<file path="config.mk">
export PLATFORM = sky130hd
export DESIGN_NAME = cpe_accum
export DESIGN_NICKNAME = d
export VERILOG_FILES = /design/src/cpe_pkg.sv /design/src/cpe_accum.sv
export SDC_FILE = /design/constraint.sdc
export NUM_CORES = 2
export LEC_CHECK = 0
export ABC_AREA = 1
export BUFFER_PORTS_ARGS = -buffer_cell sky130_fd_sc_hd__buf_2
export CAP_MARGIN = 10
export CORE_MARGIN = 2
export CORE_UTILIZATION = 25
export CTS_CLUSTER_SIZE = 8
export DETAILED_ROUTE_END_ITERATION = 7
export GPL_ROUTABILITY_DRIVEN = 0
export SYNTH_ARGS = -nofsm -noshare
export SYNTH_HDL_FRONTEND = slang
export SYNTH_SLANG_ARGS = --single-unit
</file>
<file path="constraint.sdc">
create_clock -name clk -period 12.5 [get_ports clk]
set_input_delay 1.25 -clock clk [delete_from_list [all_inputs] [get_ports clk]]
set_output_delay 1.25 -clock clk [all_outputs]
set_load 0.01 [all_outputs]
</file>
<file path="src/cpe_pkg.sv">
// shared types and constants for the parameter extractor
package cpe_pkg;

  localparam int FRAC = 52;
  localparam logic [63:0] LN2_Q64 = 64'hB17217F7D1CF79AB;

  localparam logic [2:0] ST_OK      = 3'd0;
  localparam logic [2:0] ST_NOVALID = 3'd1;
  localparam logic [2:0] ST_NOZERO  = 3'd2;
  localparam logic [2:0] ST_ALLZERO = 3'd3;
  localparam logic [2:0] ST_NOSIGMA = 3'd4;

  // column totals handed from the accumulator to the math engine
  typedef struct packed {
    logic [16:0] valid_count;
    logic [16:0] zero_count;
    logic [39:0] sample_sum;
    logic [63:0] square_sum;
  } col_t;

endpackage

</file>
<file path="src/cpe_accum.sv">
// front end: accumulates masked samples of one column
module cpe_accum #(
  parameter int MAX_SAMPLES = 65536
) (
  input  logic           clk,
  input  logic           rst_n,
  input  logic           in_valid,
  output logic           in_ready,
  input  logic [23:0]    in_sample,
  input  logic           in_valid_mask,
  input  logic           in_last,
  output logic           col_valid,
  input  logic           col_ready,
  output cpe_pkg::col_t  col_data
);

  localparam logic [16:0] MaxCnt = 17'(MAX_SAMPLES);

  logic [16:0] vc_r, zc_r;
  logic [39:0] ss_r;
  logic [63:0] qs_r;
  logic        hold_r;
  cpe_pkg::col_t col_r;
  logic take;
  logic [16:0] vc_nxt, zc_nxt;
  logic [39:0] ss_nxt;
  logic [63:0] qs_nxt;

  assign in_ready  = !hold_r || col_ready;
  assign take      = in_valid && in_ready;
  assign col_valid = hold_r;
  assign col_data  = col_r;

  always_comb begin
    vc_nxt = vc_r;
    zc_nxt = zc_r;
    ss_nxt = ss_r;
    qs_nxt = qs_r;
    if (in_valid_mask && vc_r < MaxCnt) begin
      vc_nxt = vc_r + 17'd1;
      if (in_sample == 24'd0) zc_nxt = zc_r + 17'd1;
      ss_nxt = ss_r + {16'd0, in_sample};
      qs_nxt = qs_r + {16'd0, 48'(in_sample) * 48'(in_sample)};
    end
  end

  always_ff @(posedge clk) begin
    if (!rst_n) begin
      vc_r <= '0; zc_r <= '0; ss_r <= '0; qs_r <= '0; hold_r <= 1'b0;
    end else begin
      if (hold_r && col_ready) hold_r <= 1'b0;
      if (take) begin
        if (in_last) begin
          col_r.valid_count <= vc_nxt;
          col_r.zero_count  <= zc_nxt;
          col_r.sample_sum  <= ss_nxt;
          col_r.square_sum  <= qs_nxt;
          hold_r <= 1'b1;
          vc_r <= '0; zc_r <= '0; ss_r <= '0; qs_r <= '0;
        end else begin
          vc_r <= vc_nxt; zc_r <= zc_nxt; ss_r <= ss_nxt; qs_r <= qs_nxt;
        end
      end
    end
  end

endmodule

</file>
-- Word-level counts from Yosys, hierarchy flattened
Cells that the tools add are included.
- magnitude comparators: 1
- equality and inequality tests: 0
- multipliers: 1
- add/sub/neg operators: 4
- multiplexer cells: 12
- bitwise gates (word level): 0
- reduce and logical (&&, ||, !) cells: 7
- div/mod/pow operators: 0
- shifts and indexed selects: 0
- operator list (cell ; count):
    $mux 64 ; 2
    $mux 17 ; 5
    $mux 40 ; 2
    $add 64x48->64 ; 1
    $mul 24x24->48 ; 1
    $add 40x24->40 ; 1
    $add 17x1->17 const B ; 2
    $logic_not 24->1 ; 1
    $lt 17x17->1 const B ; 1
    $logic_and 1x1->1 ; 3
    $mux 1 ; 3
    $reduce_and 3->1 ; 1
    $logic_not 1->1 ; 1
    $logic_or 1x1->1 ; 1
- word-level logic and storage cells: 34
- ROM bits: 0
- memories: 0
- output and inout bits: 140
- RAM bits: 0
- register bits: 277
- input bits: 30
- latch bits: 0

-- Longest topological paths before layout
- word-level depth: 4
- mapped depth: 35
- mapped depth without buffers: 33

-- Worst setup path before layout
No wires, ideal clock.
- path type: input to register
- start: in col_ready
- end: reg col_r, in the netlist col_data[0] (enable)
- setup slack: 0.634 ns
- required time: 11.696 ns
- stages: 5
- setup time: 0.804 ns
- buffers on the path: 1
- arrival: 11.062 ns
- cells stage by stage: inv_1 nand2_1 nand2_1 clkbuf_1 nor3_1
- cells in the longest elaborated chain, start to end: 3
- RTL lines (what ; line ; text):
    start: declaration ; cpe_accum.sv:13 ; input logic col_ready,
    $logic_or 1x1->1 ; cpe_accum.sv:29 ; assign in_ready = !hold_r || col_ready;
    named net in_ready ; cpe_accum.sv:8 ; output logic in_ready,
    $logic_and 1x1->1 ; cpe_accum.sv:30 ; assign take = in_valid && in_ready;
    $reduce_and 3->1 (no line) ; -- ;
    end: declaration ; cpe_accum.sv:23 ; cpe_pkg::col_t col_r;
The timed path passes the listed nets, and every way through them passes these cells.
A chain may end at the register's enable or synchronous reset.

-- Worst setup path after layout
- start: in in_sample[17]
- end: reg col_r, in the netlist col_data[44], data pin
- cells in the longest elaborated chain, start to end: 3
- RTL lines (what ; line ; text):
    start: declaration ; cpe_accum.sv:9 ; input logic [23:0] in_sample,
    $mul 24x24->48 ; cpe_accum.sv:43 ; qs_nxt = qs_r + {16'd0, 48'(in_sample) * 48'(in_sample)};
    $add 64x48->64 ; cpe_accum.sv:43 ;
    $mux 64 ; cpe_accum.sv:39 ; if (in_valid_mask && vc_r < MaxCnt) begin
    named net qs_nxt[44] ; cpe_accum.sv:27 ; logic [63:0] qs_nxt;
The timed path passes the listed nets, and every way through them passes these cells.

==> impl_metrics.yaml <==
status:
  outcome: "completed"
run:
  drv_cap: 0
logic_synthesis:
  synth.area.top_cells: "fa_1 28%, nand2_1 13%, edfxtp_1 13%, inv_1 12%, dfxtp_1 8.4%"
  synth_edf_count: 138
  yosysTopAreaCellShare_pct: 28.25
  syn-num-nets: 5028
  yosysSeqAreaShare_pct: 20.93
  async_flop_share_pct: 0
  yosys_register_bits: 277
  synth_common_cells: "1,178 x nand2_1, 1,096 x inv_1, 467 x fa_1"
  ys_dominant_reg_cell: "dfxtp_1"
  synth_top_area_cell: "fa_1"
  synthCells: 4322
  syn_avg_cell_area_um2: 7.658
  ys_types: 46
  yosys_warnings: 0
  synth_most_common_cell: "nand2_1"
  synth_area_um2: 33100
critical_path:
  crit_path_end_kind: "flip-flop"
  cp.arrival_ns: 8.05
  rr_worst_depth: 17
  r2r_end: "qs_r[29]$_SDFFE_PN0P_"
  cp-start-kind: "input pin"
  path_class: "input pin to flip-flop"
  cp.required_ns: 12.82
  rrSetupSlack_ns: 7.65
  crit_fanout: 27
  r2r-start: "qs_r[11]$_SDFFE_PN0P_"
timing:
  finalSetupViolCount: 0
  period_minus_slack_ns: 7.729
  hold_viol: 0
  drv_slew: 0
  rsz0062_at_grt: "no"
  fin_skew_ns: 0.03304
  fin_crit_sh_pct: 61.83
  finalSetupTns_ns: 0
  relSlewSlack_pct: 23.37
  clock.fmax_mhz: 129.4
  tightest_slew_ns: 1.149
finish:
  area_growth_pct: 11.82
  nets: 5121
  diodes: 0
  fill_cells: 14270
  drive_gt1_share_pct: 6.206
detailed_routing:
  dr.pass1.iters: 6
  dr.first_iter.drc_count: 2171
  vias: 27210
  ant_nets: 0
  via_per_inst: 4.387
  drcViolationCount: 0
  drt-total-wl_um: 99610
  post_drt_wl_per_cell_um: 16.06
min_path:
  worst_hold_path.num_cells: 2
  hold_end: "qs_r[46]$_SDFFE_PN0P_"
  hold_path.class: "flip-flop to flip-flop"
  hp-start: "qs_r[46]$_SDFFE_PN0P_"
cts:
  clkLatencyLatePin_ns: 0.59
  post-cts-setup-buffers: 0
  clkTransAtPathRegs_ns: 0.05
  ctsHoldBuffers: 0
  clkSinkCount: 277
  cts_made_buffers: 42
  cts.htree.levels: 2
  cts_resized: 0
  cts_tree: "done"
  clockBufferDepth: 3
  cts_root_buf: "clkbuf_16"
floorplanning:
  dieArea_um2: 135300
  initial_utilization_pct: 25.18
  die_y_um: 367.9
  pin_count: 170
  core_area_um2: 131500
  placementRows: 133
  fp.dieW_um: 367.9
grt:
  overflow: 0
  grt_pass1_vias: 27970
  antenna_found_initial: 9
  grt_pass1_wl_um: 158900
  grt_max_degree: 87
  grtUsageTotal_pct: 14.93
placement:
  dp_hpwl_um: 78350
  io_buffers: 169
[state kept, by name (all words and copies together) (netlist names)]
signal     cells
col_data     138
col_valid      1
qs_r          64
ss_r          40
vc_r          17
zc_r          17
[area by class of cell]
class	count	area [um^2]	share of cell area, %
timing repair buffer	186	973.4	2.630
clock inverter	3	47.55	0.1285
sequential	277	6927	18.72
inverter	1098	4124	11.14
multi-input combinational	2810	21530	58.18
tap	1755	2196	5.933
clock buffer	73	1209	3.266
[worst max-delay path, cell delays in order]
cell and delay, ns:
buf_2 0.64, nand2_1 0.26, fa_1 0.59, inv_1 0.06, fa_1 0.50, fa_1 0.55, inv_1 0.07, fa_1 0.50
inv_1 0.05, fa_1 0.51, fa_1 0.52, inv_1 0.06, fa_1 0.48, inv_1 0.04, ha_1 0.34, nand2_1 0.12
nor2_1 0.28, nand2_1 0.16, nor2_1 0.11, nand2_1 0.08, nand3_1 0.25, nand2_1 0.16, nand3_1 0.10, nand3_1 0.11
and2_1 0.19
[placed cells by master (no fill, tap or decap), drive strengths merged]
cell type,instances
a211oi,1
edfxtp,138
fa,467
a21boi,9
nand3b,15
inv,1099
or2,21
a22oi,3
o21bai,10
a21oi,238
clkinv,1
xor2,20
xnor2,48
o21a,9
nor2,209
a31oi,2
nand2,1182
nor4,12
and2,31
nand3,170
o211ai,5
nor3b,1
bufinv,1
buf,186
o22ai,2
a21o,8
nor3,25
nand4,34
ha,209
o21ai,79
dfxtp,139
clkbuf,73
[through the flow]
step	util [%]	hold slack, ns	instances	worst slack [ns]	area (um^2)
floorplan	-	0.4453	4322	0.6344	33100
global placement	27.20	0.4522	6126	4.253	35750
detailed placement	27.20	0.4556	6126	4.228	35750
CTS	28.15	0.4646	6202	4.775	37010
global route	28.15	0.4765	6202	4.405	37010
finish	28.15	0.4622	6202	4.771	37010
[cells by family (layout without fill, tap and decap cells)]
| group | after synthesis | in the layout | share of synthesized area (%) |
|---|---|---|---|
| flip-flops | 277 | 277 | 20.93 |
| buffers and inverters | 1235 | 1360 | 14.09 |
| adder cells (fa/ha/maj) | 676 | 676 | 36.15 |
| AO/OA/AOI/OAI | 366 | 366 | 5.912 |
| AND/OR/NAND/NOR | 1700 | 1700 | 21.13 |
| XOR/XNOR | 68 | 68 | 1.799 |
[how the worst max path moves through the flow]
| stage | start | end | slack, ns |
|---|---|---|---|
| 6_report | in_sample[17] | col_data[44]$_DFFE_PP_ | 4.77 |
| 3_5_place_dp | in_sample[17] | col_data[44]$_DFFE_PP_ | 4.23 |
| 5_1_grt | in_sample[17] | qs_r[60]$_SDFFE_PN0P_ | 4.41 |
| 3_3_place_gp | in_sample[17] | col_data[44]$_DFFE_PP_ | 4.25 |
| 2_1_floorplan | col_ready | col_data[0]$_DFFE_PP_ | 0.63 |
| 4_1_cts | in_sample[17] | col_data[44]$_DFFE_PP_ | 4.77 |
[layer usage]
layer / vias to the layer above / GRT usage [%] / routed length (um)
li1: 13070 / - / -
met2: 835 / 24.90 / 46470
met1: 13130 / 19.67 / 43150
met4: 2 / 4.890 / 3311
met5: - / 0 / 13
met3: 167 / 2.350 / 6672
Power is not shown: default switching activity piles up to over one toggle a cycle in this logic, so the estimate is an artifact.
